===== src/sv/clsm_pkg.sv =====
// Package for the CAN signal layout mask unit.
// Holds the frame size, the word types of both channels and the sequencer states.
// Depends on nothing.
`timescale 1ns / 1ps

package clsm_pkg;

    // Number of usable bit positions in one frame (8 to 64).
    localparam int FRAME_BITS = 64;

    // Width of the coverage mask; it is always the full CAN payload.
    localparam int MASK_W = 64;

    // A walk position is byte index (up to 8) times eight plus a bit index.
    localparam int BYTE_W = 4;
    localparam int BIT_W  = 3;
    localparam int POS_W  = BYTE_W + BIT_W;

    // Widths of the item fields.
    localparam int ID_W  = 29;
    localparam int LEN_W = 7;

    // Byte order codes.
    localparam logic ORDER_MOTOROLA = 1'b0;
    localparam logic ORDER_INTEL    = 1'b1;

    // One signal descriptor.
    typedef struct packed {
        logic [ID_W-1:0]  message_id;
        logic             signal_valid;
        logic [5:0]       start_bit;
        logic [LEN_W-1:0] signal_length;
        logic             byte_order;
        logic             last_signal;
    } sig_word_t;

    // One finished message.
    typedef struct packed {
        logic [ID_W-1:0]   result_id;
        logic [MASK_W-1:0] coverage_mask;
        logic              out_of_frame;
    } res_word_t;

    // Sequencer states.
    typedef enum logic [2:0] {
        ST_IDLE   = 3'b001,
        ST_WALK   = 3'b010,
        ST_FINISH = 3'b100
    } state_t;

endpackage


===== src/sv/can_signal_layout_mask_unit.sv =====
// Top level of the CAN signal layout mask unit.
// Walks each signal bit by bit in a shared position stepper; uses clsm_pkg.
`timescale 1ns / 1ps

// The unit takes one signal descriptor per word and walks its bits one per cycle
// through a single position stepper, XORing each covered position into a mask
// that starts as all ones. A valid descriptor of nonzero length is walked for
// signal_length bits after it is accepted, cut short once the walk reaches a
// byte that lies wholly past the frame, which raises out_of_frame.
// Positions past the frame inside a partly used last byte are flagged, not XORed.
// A word marked last_signal then enters the finish step to move the message id
// and mask into the output register, waiting while that register still holds a
// result that waits to be taken. sig_stall stays high while a walk or the finish
// step is in progress; the output register lets the next descriptor be accepted
// while a finished result still waits to be taken.
module can_signal_layout_mask_unit
    import clsm_pkg::*;
(
    input  logic      clk,
    input  logic      rst_n,
    input  logic      sig_valid,
    output logic      sig_stall,
    input  sig_word_t sig_word,
    output logic      res_valid,
    input  logic      res_stall,
    output res_word_t res_word
);

    state_t            state_reg, state_next;
    logic [MASK_W-1:0] mask_reg, mask_next;
    logic              overflow_reg, overflow_next;
    logic [BYTE_W-1:0] byte_reg, byte_next;
    logic [BIT_W-1:0]  bit_reg, bit_next;
    logic [LEN_W-1:0]  count_reg, count_next;
    logic              order_reg, order_next;
    logic              last_reg, last_next;
    logic [ID_W-1:0]   id_reg, id_next;
    logic              res_valid_reg, res_valid_next;
    res_word_t         res_word_reg, res_word_next;

    logic              sig_accept;
    logic              res_free;
    logic [POS_W-1:0]  pos;
    logic              pos_in_frame;
    logic              byte_in_frame;

    assign sig_stall  = (state_reg != ST_IDLE);
    assign sig_accept = sig_valid && !sig_stall;
    assign res_free   = !res_valid_reg || !res_stall;
    assign res_valid  = res_valid_reg;
    assign res_word   = res_word_reg;

    // Current walk position and whether it, or any bit of its byte, lands in the frame.
    assign pos           = {byte_reg, bit_reg};
    assign pos_in_frame  = (pos < POS_W'(FRAME_BITS));
    assign byte_in_frame = ({byte_reg, 3'b000} < POS_W'(FRAME_BITS));

    // Sequencer and shared position stepper.
    always_comb
    begin
        state_next     = state_reg;
        mask_next      = mask_reg;
        overflow_next  = overflow_reg;
        byte_next      = byte_reg;
        bit_next       = bit_reg;
        count_next     = count_reg;
        order_next     = order_reg;
        last_next      = last_reg;
        id_next        = id_reg;
        res_valid_next = res_valid_reg && res_stall;
        res_word_next  = res_word_reg;

        case (state_reg)
            ST_IDLE:
            begin
                if (sig_accept)
                begin
                    byte_next  = {1'b0, sig_word.start_bit[5:3]};
                    bit_next   = sig_word.start_bit[2:0];
                    count_next = sig_word.signal_length;
                    order_next = sig_word.byte_order;
                    last_next  = sig_word.last_signal;
                    id_next    = sig_word.message_id;
                    if (sig_word.signal_valid && (sig_word.signal_length != '0))
                        state_next = ST_WALK;
                    else if (sig_word.last_signal)
                        state_next = ST_FINISH;
                end
            end
            ST_WALK:
            begin
                if (byte_in_frame)
                begin
                    if (pos_in_frame)
                        mask_next = mask_reg ^ (MASK_W'(1) << pos[5:0]);
                    else
                        overflow_next = 1'b1;
                    count_next = count_reg - LEN_W'(1);
                    // Step to the next bit in the chosen byte order.
                    if (order_reg == ORDER_INTEL)
                    begin
                        if (bit_reg == BIT_W'(7))
                        begin
                            bit_next  = '0;
                            byte_next = byte_reg + BYTE_W'(1);
                        end
                        else
                            bit_next = bit_reg + BIT_W'(1);
                    end
                    else
                    begin
                        if (bit_reg == '0)
                        begin
                            bit_next  = BIT_W'(7);
                            byte_next = byte_reg + BYTE_W'(1);
                        end
                        else
                            bit_next = bit_reg - BIT_W'(1);
                    end
                    if (count_reg == LEN_W'(1))
                        state_next = last_reg ? ST_FINISH : ST_IDLE;
                end
                else
                begin
                    // Walk only moves forward by bytes, so the rest is out of frame too.
                    overflow_next = 1'b1;
                    state_next    = last_reg ? ST_FINISH : ST_IDLE;
                end
            end
            ST_FINISH:
            begin
                if (res_free)
                begin
                    res_valid_next              = 1'b1;
                    res_word_next.result_id     = id_reg;
                    res_word_next.coverage_mask = mask_reg;
                    res_word_next.out_of_frame  = overflow_reg;
                    mask_next                   = '1;
                    overflow_next               = 1'b0;
                    state_next                  = ST_IDLE;
                end
            end
            default:
            begin
                state_next = ST_IDLE;
            end
        endcase
    end

    // Control registers.
    always_ff @(posedge clk or negedge rst_n)
    begin
        if (!rst_n)
        begin
            state_reg     <= ST_IDLE;
            mask_reg      <= '1;
            overflow_reg  <= 1'b0;
            res_valid_reg <= 1'b0;
        end
        else
        begin
            state_reg     <= state_next;
            mask_reg      <= mask_next;
            overflow_reg  <= overflow_next;
            res_valid_reg <= res_valid_next;
        end
    end

    // Payload registers.
    always_ff @(posedge clk)
    begin
        byte_reg     <= byte_next;
        bit_reg      <= bit_next;
        count_reg    <= count_next;
        order_reg    <= order_next;
        last_reg     <= last_next;
        id_reg       <= id_next;
        res_word_reg <= res_word_next;
    end

    // A new result only appears out of the finish step.
    assert property (@(posedge clk) disable iff (!rst_n)
        $rose(res_valid_reg) |-> $past(state_reg == ST_FINISH))
        else $error("result raised outside the finish step");

    // A walk never runs with nothing left to cover.
    assert property (@(posedge clk) disable iff (!rst_n)
        (state_reg == ST_WALK) |-> (count_reg != '0))
        else $error("walk step with zero remaining length");

    // A nonempty signal always starts a walk.
    assert property (@(posedge clk) disable iff (!rst_n)
        (sig_accept && sig_word.signal_valid && (sig_word.signal_length != '0))
        |=> (state_reg == ST_WALK))
        else $error("signal accepted without a walk");

    // Handing off a result returns the mask and flag to their start values.
    assert property (@(posedge clk) disable iff (!rst_n)
        (state_reg == ST_FINISH && res_free) |=> (mask_reg == '1 && !overflow_reg))
        else $error("mask not restored after a result");

endmodule

===== config.mk =====
export PLATFORM = sky130hd
export DESIGN_NAME = can_signal_layout_mask_unit
export DESIGN_NICKNAME = d
export VERILOG_FILES = /design/src/sv/clsm_pkg.sv /design/src/sv/can_signal_layout_mask_unit.sv
export SDC_FILE = /design/constraint.sdc
export NUM_CORES = 1
export LEC_CHECK = 0
export BUFFER_PORTS_ARGS = -buffer_cell sky130_fd_sc_hd__buf_2
export CAP_MARGIN = 20
export CORE_ASPECT_RATIO = 0.6
export CORE_MARGIN = 2
export CORE_UTILIZATION = 45
export CTS_CLUSTER_SIZE = 24
export DETAILED_ROUTE_END_ITERATION = 16
export GPL_TIMING_DRIVEN = 0
export PLACE_DENSITY_LB_ADDON = 0.08
export SLEW_MARGIN = 20
export SYNTH_ARGS = -nofsm -noshare
export SYNTH_HDL_FRONTEND = slang
export SYNTH_SLANG_ARGS = --single-unit
export TNS_END_PERCENT = 5

===== constraint.sdc =====
create_clock -name clk -period 6.6 [get_ports clk]
set_input_delay 0.66 -clock clk [delete_from_list [all_inputs] [get_ports clk]]
set_output_delay 0.66 -clock clk [all_outputs]
set_load 0.005 [all_outputs]

==> impl_metrics.env, run 1 <==
export IMPL_io_pins=145
export IMPL_ys_top_cells_by_count="edfxtp_1, dfstp_2, a31oi_1"
export IMPL_viasPerCell=5.52
export IMPL_p_leak_nw=3.58
export IMPL_path_class="reg -> reg"
export IMPL_clk_pin_slew_ps=60
export IMPL_synth_edf_count=139
export IMPL_root_buffer="clkbuf_16"
export IMPL_nets=814
export IMPL_drt_initial_drc_count=471
export IMPL_netSwitchingFraction_pct=30.2
export IMPL_nFillCells=1541
export IMPL_wire_per_inst_um=18.7
export IMPL_status="complete, no violations"
export IMPL_ir_drop_mv=0.201
export IMPL_gp_congestion=0.786
export IMPL_syn_avg_cell_area_um2=14.2
export IMPL_hold_worst_slack_ps=318
export IMPL_postCtsHoldBufs=0
export IMPL_floorplan_initialDensity_pct=46.0
export IMPL_drc_errors=0
export IMPL_synth_warnings=0
export IMPL_holdCritPathClass="in -> async"
export IMPL_synth_top_area_share_pct=50.1
export IMPL_report_final_slew_viol_count=0
export IMPL_p_sw_w=0.00112
export IMPL_ys_seq_area_share_pct=71.8
export IMPL_placement_io_buffers=144
export IMPL_syn_nets=646
export IMPL_synth_most_common_cell="edfxtp_1"
export IMPL_cts_sinks=208
export IMPL_netlist_area_um2=8330
export IMPL_cp_start_kind="register"
export IMPL_wl_um=18900
export IMPL_yosys_area_top_type="edfxtp_1"
export IMPL_post_route_period_util_pct=40.6
export IMPL_maxCapViolations=0
export IMPL_postRouteAntennaNets=0
export IMPL_endpoint_kind="register"
export IMPL_antenna_found_initial=1
export IMPL_die_y_um=109
export IMPL_cts_resized_gates=0
export IMPL_powerDensity_nw_per_um2=367
export IMPL_synthCells=587
export IMPL_ys_types=49
export IMPL_largest_reg_flops=94
export IMPL_h_tree_depth=1
export IMPL_num_rows=38
export IMPL_p_comb_share_pct=20.4
export IMPL_pwr_share_seq_pct=49.1
export IMPL_ys_seq_elements=208
export IMPL_hpwlAfterDp_um=13200
export IMPL_clock_latency_ps=510
export IMPL_grt_first_pass_wirelength_um=30300
export IMPL_cts_tree="done"
export IMPL_postCtsSetupRepairBufs=0
export IMPL_cp_max_fo=10
export IMPL_synthFlopType="edfxtp_1"
export IMPL_grtUsageTotal_pct=19.6
export IMPL_vias=5574
export IMPL_synthArstFlopShare_pct=33.2
export IMPL_die_width_um=180
export IMPL_dp_cells=973
export IMPL_cts_buffer_depth=3
export IMPL_arrival_ps=2790
export IMPL_relSlewSlack_pct=36.7
export IMPL_hold_viol_final=0
export IMPL_cp_required_ps=6710
export IMPL_area_growth_pct=20.9
export IMPL_synth_area_leaders="edfxtp_1, dfstp_2, and4_1"
export IMPL_rsz0062_at_grt="false"
export IMPL_final_util_pct=55.6
export IMPL_tightest_slew_ps=943
export IMPL_gr_total_overflow=0
export IMPL_grt_max_degree=64
export IMPL_tns_ps=0
export IMPL_core_area_um2=18100
export IMPL_fin_crit_ps=2680
export IMPL_fmax_mhz=374
export IMPL_cts_inserted_buffers=20
export IMPL_finalSetupViolCount=0
export IMPL_drive_gt1_share_pct=34.2
export IMPL_total_power_w=0.00370
export IMPL_dr_pass1_iters=5
export IMPL_fin_cells=1010
export IMPL_grt_pass1_vias=5493
export IMPL_dieArea_um2=19700
export IMPL_clock_skew_ps=26.0
export IMPL_power_frac_clock_pct=30.4
export IMPL_power_internal_w=0.00258
-- cell usage in the layout, fill, tap and decap left out, types with 2 or more instances in the layout --
| cell | instances |
|---|---|
| buf_6 | 2 |
| clkinv_4 | 2 |
| and3_1 | 8 |
| clkbuf_1 | 41 |
| or4_1 | 21 |
| xor2_1 | 3 |
| ha_1 | 10 |
| xnor2_1 | 4 |
| edfxtp_1 | 139 |
| dfrtp_1 | 4 |
| buf_4 | 2 |
| o21ai_0 | 21 |
| nand2_1 | 28 |
| and2_1 | 8 |
| clkinvlp_4 | 2 |
| o31ai_1 | 21 |
| nor3_1 | 4 |
| nor2_1 | 9 |
| nor3b_1 | 2 |
| o21ai_1 | 35 |
| a31oi_1 | 43 |
| clkbuf_8 | 4 |
| a21oi_1 | 6 |
| nor2b_1 | 4 |
| nand2b_1 | 5 |
| clkbuf_16 | 20 |
| or3b_1 | 2 |
| nand3_1 | 24 |
| buf_2 | 150 |
| dfstp_2 | 65 |
| clkinv_2 | 3 |
| and4_1 | 42 |
| buf_16 | 2 |
| inv_1 | 10 |
-- kinds of logic (layout without fill, tap and decap cells) --
logic type / after synthesis / count (layout) / share of synthesized area, %
DFF: 208 / 208 / 71.8
xor gates and xnor gates: 7 / 7 / 0.736
and+or+nand+nor: 166 / 166 / 12.8
AOI/OAI and AO/OA: 136 / 136 / 10.1
other: 0 / 1 / 0
muxes: 1 / 1 / 0.120
adders and majority gates: 10 / 10 / 1.50
buffers and inverters: 59 / 241 / 2.99
-- path summary, 6_finish.rpt --
kind                         startpoint           end  slack, ps  depth (start not counted)
setup / recovery           state_reg[0]  count_reg[5]       3920                          5
hold / removal                    rst_n  mask_reg[60]        320                          1
setup reg to reg           state_reg[0]  count_reg[5]       3920                          5
hold reg to reg              id_reg[16]  res_word[81]        400                          0
max in group asynchronous         rst_n  mask_reg[30]       5920                          2
min in group clk           sig_word[18]     id_reg[2]        330                          1
-- metal layers --
layer	global-route usage (%)	routed length [um]	share of wire [%]
met3	3.71	1350	7.2
met2	28.7	8210	43
met5	0	0	0
met4	4.99	313	1.7
met1	30.0	8990	48
-- power by group through the flow --
stage	Sequential [W]	Combinational [W]	Clock, W
4_1_cts	0.00182	0.000756	0.00115
2_1_floorplan	0.00181	0.000468	0
5_1_grt	0.00184	0.000841	0.00121
6_report	0.00182	0.000756	0.00113
3_5_place_dp	0.00184	0.000750	0
3_3_place_gp	0.00185	0.000711	0
-- critical path, cell delays in order, from the launching register on --
cell and delay (ps):
dfstp_2 360, buf_2 160, or3b_1 420, clkbuf_1 250, clkbuf_1 310, o21ai_1 800
-- stage by stage --
| step | instance area (um^2) | setup WS, ps |
|---|---|---|
| finish | 10100 | 3920 |
| global route | 10100 | 3730 |
| CTS | 10100 | 3900 |
| detailed placement | 9420 | 3920 |
| global placement | 9350 | 1410 |
| floorplan | 8330 | 2750 |
-- area by class of cell --
class	instances	area [um^2]	share of cell area [%]
multi-input cells	320	2100	20.9
plain buffers	47	204	2.02
diodes	1	2.50	0.0248
well taps	240	300	2.98
flip-flops and latches	208	5980	59.4
clock buffers	28	571	5.66
clock inverters	8	85.1	0.845
repair buffers	146	778	7.73
inverters	12	50.0	0.497
Note: power is estimated with default switching activity, not from simulation.
==> run 2, diff against run 1 <==
- ABC_AREA: unset -> 1
- clock period: 6.6 -> 2.43 ns (I/O delays scaled with it)
==> run 2 against run 1 <==
Net effect: flip-flop and latch count unchanged; setup slack lost 3700 ps; utilization rose by 2.2 points; critical path depth decreased by 1; via count increased by 8.5%; clock power grew to 2.7 times the previous value; clock skew decreased by 15 ps; register-to-register slack lost 3700 ps; sequential power grew to 3.3 times the previous value; final area rose by 5.1%; synthesized cell count grew 27%.
==> impl_metrics.env, run 2 <==
export IMPL_status="complete, no violations"
export IMPL_synth_most_common_cell="nand2_1"
export IMPL_postRouteAntennaNets=0
export IMPL_die_width_um=182
export IMPL_placement_io_buffers=144
export IMPL_hold_viol_final=0
export IMPL_dr_pass1_iters=5
export IMPL_tightest_slew_ps=797
export IMPL_arrival_ps=2330
export IMPL_endpoint_kind="register"
export IMPL_gp_congestion=0.820
export IMPL_clock_skew_ps=10.8
export IMPL_cts_sinks=208
export IMPL_grt_first_pass_wirelength_um=31100
export IMPL_dp_cells=1132
export IMPL_cts_inserted_buffers=20
export IMPL_p_sw_w=0.00378
export IMPL_holdCritPathClass="in -> reg"
export IMPL_p_leak_nw=4.30
export IMPL_ys_seq_area_share_pct=70.2
export IMPL_cts_tree="done"
export IMPL_power_internal_w=0.00822
export IMPL_ys_types=31
export IMPL_fin_cells=1200
export IMPL_netSwitchingFraction_pct=31.5
export IMPL_setup_ws_ps=215
export IMPL_wire_per_inst_um=16.0
export IMPL_syn_avg_cell_area_um2=11.4
export IMPL_netlist_area_um2=8520
export IMPL_num_rows=38
export IMPL_finalSetupViolCount=0
export IMPL_synthFlopType="edfxtp_1"
export IMPL_drt_initial_drc_count=486
export IMPL_io_pins=145
export IMPL_nFillCells=1564
export IMPL_grtUsageTotal_pct=19.3
export IMPL_gr_total_overflow=0
export IMPL_die_y_um=111
export IMPL_p_comb_share_pct=24.2
export IMPL_wl_um=19200
export IMPL_total_power_w=0.0120
export IMPL_fmax_mhz=451
export IMPL_dieArea_um2=20100
export IMPL_relSlewSlack_pct=46.8
export IMPL_root_buffer="clkbuf_16"
export IMPL_cp_start_kind="register"
export IMPL_pwr_share_seq_pct=49.9
export IMPL_yosys_area_top_type="edfxtp_1"
export IMPL_synth_top_area_share_pct=49.0
export IMPL_antenna_found_initial=0
export IMPL_ys_top_cells_by_count="nand2_1, edfxtp_1, nor2_1"
export IMPL_diodes=0
export IMPL_maxCapViolations=0
export IMPL_grt_pass1_vias=6034
export IMPL_vias=6047
export IMPL_final_util_pct=57.8
export IMPL_ir_drop_mv=0.476
export IMPL_tns_ps=0
export IMPL_cp_required_ps=2550
export IMPL_synth_area_leaders="edfxtp_1, dfstp_2, nand2_1"
export IMPL_powerDensity_nw_per_um2=1130
export IMPL_viasPerCell=5.04
export IMPL_nets=1005
export IMPL_report_final_slew_viol_count=0
export IMPL_h_tree_depth=1
export IMPL_synthCells=746
export IMPL_fin_crit_ps=2220
export IMPL_synth_edf_count=139
export IMPL_core_area_um2=18300
export IMPL_cp_max_fo=103
export IMPL_synth_warnings=0
export IMPL_final_cell_mix="nand2_1, buf_2, edfxtp_1"
export IMPL_rsz0062_at_grt="false"
export IMPL_synthArstFlopShare_pct=33.2
export IMPL_grt_max_degree=104
export IMPL_ys_seq_elements=208
export IMPL_drive_gt1_share_pct=27.0
export IMPL_mostFrequentLayoutCell="nand2_1"
export IMPL_area_growth_pct=24.3
export IMPL_hpwlAfterDp_um=13100
export IMPL_path_class="reg -> reg"
export IMPL_clk_pin_slew_ps=70
export IMPL_largest_reg_flops=94
export IMPL_floorplan_initialDensity_pct=46.5
export IMPL_drc_errors=0
export IMPL_pre_cts_ws_ps=47.3
export IMPL_power_frac_clock_pct=25.9
export IMPL_clock_latency_ps=490
export IMPL_cts_buffer_depth=3
export IMPL_post_route_period_util_pct=91.2
export IMPL_syn_nets=805
[run 2: cell types whose count changed after synthesis, sizes merged, moves of 42 or more]
cell	change
nand2	+168
nor2	+95
nand3	+54
nand3b	+53
a31oi	-43
and4	-42
[run 2: power by group through the flow]
stage | Combinational [W] | Sequential (W) | Clock (W)
final | 0.00291 | 0.00599 | 0.00310
after detailed placement | 0.00285 | 0.00605 | 0
after CTS | 0.00291 | 0.00600 | 0.00316
after global placement | 0.00269 | 0.00600 | 0
after global routing | 0.00328 | 0.00612 | 0.00331
after floorplan | 0.00186 | 0.00584 | 0
[run 2: final timing paths]
kind | slack (ps) | from | cells past startpoint | end
setup / recovery | 210 | state_reg[1] | 4 | res_word[55]
hold / removal | 20 | sig_word[9] | 3 | bit_reg[0]
setup reg to reg | 210 | state_reg[1] | 4 | res_word[55]
hold reg to reg | 410 | id_reg[10] | 0 | res_word[75]
max in group asynchronous | 1690 | rst_n | 3 | mask_reg[55]
min in group asynchronous | 380 | rst_n | 2 | mask_reg[16]
[run 2: layout make-up]
type	instances	area (um^2)	area share [%]
sequential	208	5980	56.5
multi-input combinational	474	2260	21.4
timing repair buffer	178	1100	10.4
clock buffer	29	566	5.34
tap	240	300	2.84
buffer	30	166	1.57
inverter	34	128	1.21
clock inverter	7	82.6	0.780
[run 2: logic make-up after synthesis]
kind of cell             synth area share [%]
AND/OR/NAND/NOR                          23.0
adder cells (fa/ha/maj)                  1.47
AO/OA/AOI/OAI                            1.53
buffers and inverters                    3.35
XOR/XNOR                                0.411
flip-flops                               70.2
[run 2: critical path, stage by stage, from the launching register on]
cell,delay (ps)
dfrtp_1,420
nor3_2,260
nand2_2,230
inv_1,190
clkbuf_8,660
[run 2: timing repair]
item,CTS,global route
endpoints found under the hold margin,48,0
hold buffers,32,0
setup endpoints to repair,0,14
resized for setup,0,2
buffers inserted,0,0
[run 2: metal layers]
metal | share of wire (%) | GRT usage, % | up-vias | routed length (um)
met1 | 49 | 28.6 | 2923 | 9420
met4 | 1.5 | 4.55 | 0 | 281
met2 | 43 | 29.3 | 177 | 8300
met5 | 0 | 0 | - | 0
met3 | 6.0 | 3.86 | 22 | 1150
li1 | - | - | 2925 | -
[run 2: per-stage QoR]
step,cell area (um^2),hold WS [ps]
2_1_floorplan,8520,-52.6
3_3_place_gp,9540,400
3_5_place_dp,9610,326
4_1_cts,10600,14.8
5_1_grt,10600,42.8
6_report,10600,22.6
==> run 3, diff against run 2 <==
- CORE_UTILIZATION: 45 -> 32
==> run 3 against run 2 <==
Net effect: total power increased by 3.0%; clock-buffer cell count decreased by 1; via count decreased by 2.8%; setup slack improved by 53 ps; sequential share of layout area down 1.3 points; sequential power about the same; critical endpoint is now res_word[87]; combinational power is essentially flat; first-iteration DRC count decreased by 21%; final area up 2.3%; flip-flop and latch count stayed put; clock power is 11% higher; global-route usage is 4.3 points lower.
==> impl_metrics.env, run 3 (synthesis results as in run 2) <==
export IMPL_status="complete, no violations"
export IMPL_die_width_um=215
export IMPL_dr_pass1_iters=5
export IMPL_viasPerCell=4.44
export IMPL_path_class="reg -> reg"
export IMPL_finalSetupViolCount=0
export IMPL_drt_initial_drc_count=383
export IMPL_cp_required_ps=2570
export IMPL_hpwlAfterDp_um=14100
export IMPL_drive_gt1_share_pct=27.7
export IMPL_p_leak_nw=4.35
export IMPL_endpoint_kind="register"
export IMPL_pre_cts_ws_ps=-65.8
export IMPL_grt_pass1_vias=5575
export IMPL_postRouteAntennaNets=0
export IMPL_clock_latency_ps=510
export IMPL_io_pins=145
export IMPL_nFillCells=2564
export IMPL_drc_errors=0
export IMPL_powerDensity_nw_per_um2=1140
export IMPL_antenna_found_initial=0
export IMPL_holdCritPathClass="in -> reg"
export IMPL_nets=1008
export IMPL_dieArea_um2=28000
export IMPL_num_rows=46
export IMPL_grtUsageTotal_pct=14.9
export IMPL_cp_start_kind="register"
export IMPL_area_growth_pct=27.2
export IMPL_cts_buffer_depth=3
export IMPL_hold_worst_slack_ps=17.7
export IMPL_stdcell_area_um2=10800
export IMPL_relSlewSlack_pct=57.8
export IMPL_largest_reg_flops=94
export IMPL_gp_congestion=0.749
export IMPL_hold_viol_final=0
export IMPL_grt_first_pass_wirelength_um=32200
export IMPL_cts_inserted_buffers=22
export IMPL_wire_per_inst_um=15.7
export IMPL_clk_pin_slew_ps=70
export IMPL_arrival_ps=2310
export IMPL_post_route_period_util_pct=89.0
export IMPL_diodes=0
export IMPL_ir_drop_mv=0.497
export IMPL_h_tree_depth=1
export IMPL_postCtsSetupRepairBufs=0
export IMPL_placed_cell_area_um2=9750
export IMPL_core_area_um2=26300
export IMPL_cts_sinks=208
export IMPL_setup_ws_ps=268
export IMPL_maxCapViolations=0
export IMPL_floorplan_initialDensity_pct=32.4
export IMPL_placement_io_buffers=144
export IMPL_final_cell_mix="nand2_1, buf_2, edfxtp_1"
export IMPL_clock_skew_ps=7.60
export IMPL_cts_tree="done"
export IMPL_tightest_slew_ps=632
export IMPL_die_y_um=130
export IMPL_wl_um=20900
export IMPL_vias=5879
export IMPL_gr_total_overflow=0
export IMPL_root_buffer="clkbuf_16"
export IMPL_report_final_slew_viol_count=0
export IMPL_fmax_mhz=463
export IMPL_mostFrequentLayoutCell="nand2_1"
export IMPL_grt_max_degree=104
export IMPL_cp_max_fo=103
export IMPL_rsz0062_at_grt="false"
export IMPL_fin_crit_ps=2160
## run 3: per-layer routing
layer / track usage [%] / vias up / wire length, um / share of wire (%)
met5: 0 / - / 0 / 0
met4: 2.82 / 0 / 239 / 1.1
met3: 3.29 / 18 / 865 / 4.1
met2: 20.7 / 111 / 8410 / 40
met1: 23.7 / 2818 / 11400 / 54
li1: - / 2932 / - / -
## run 3: metrics by stage
step                util (%)  total power, W  cells  TNS, ps
floorplan                  -         0.00770    746    -1810
finish                  41.2          0.0124   1325        0
global placement        36.8         0.00894   1250   -62220
global route            41.2          0.0132   1325        0
CTS                     41.2          0.0125   1325        0
detailed placement      37.1         0.00898   1252    -1290
## run 3: final timing paths
path,from,slack (ps),endpoint,depth (start not counted)
worst max-delay path,state_reg[1],270,res_word[87],4
worst min-delay path,sig_word[9],20,bit_reg[0],3
worst max register to register,state_reg[1],270,res_word[87],4
worst min register to register,id_reg[7],420,res_word[72],0
max in group asynchronous,rst_n,1650,mask_reg[43],3
min in group asynchronous,rst_n,150,overflow_reg,2
## run 3: critical path: stages (launching register included)
cell	delay, ps
dfrtp_1	420
nor3_2	300
nand2_2	270
inv_1	250
buf_12	460
## run 3: where the power goes
| part | internal, W | total [W] | switching, W |
|---|---|---|---|
| combinational | 0.000992 | 0.00294 | 0.00195 |
| clock | 0.00203 | 0.00344 | 0.00141 |
| sequential | 0.00539 | 0.00598 | 0.000591 |
| total | 0.00842 | 0.0124 | 0.00395 |
## run 3: area by class of cell
class,instances,area [um^2],share of cell area [%]
tap,360,450,4.16
sequential,208,5980,55.2
buffer,30,173,1.59
multi-input combinational,474,2260,20.9
inverter,34,128,1.18
clock inverter,12,113,1.04
timing repair buffer,179,1100,10.2
clock buffer,28,624,5.76
## run 3: repair_timing
action                                  CTS  global route
endpoints found under the setup margin   98            94
endpoints found under the hold margin    49             0
gates resized for setup                   3             1
hold buffers                             33             0
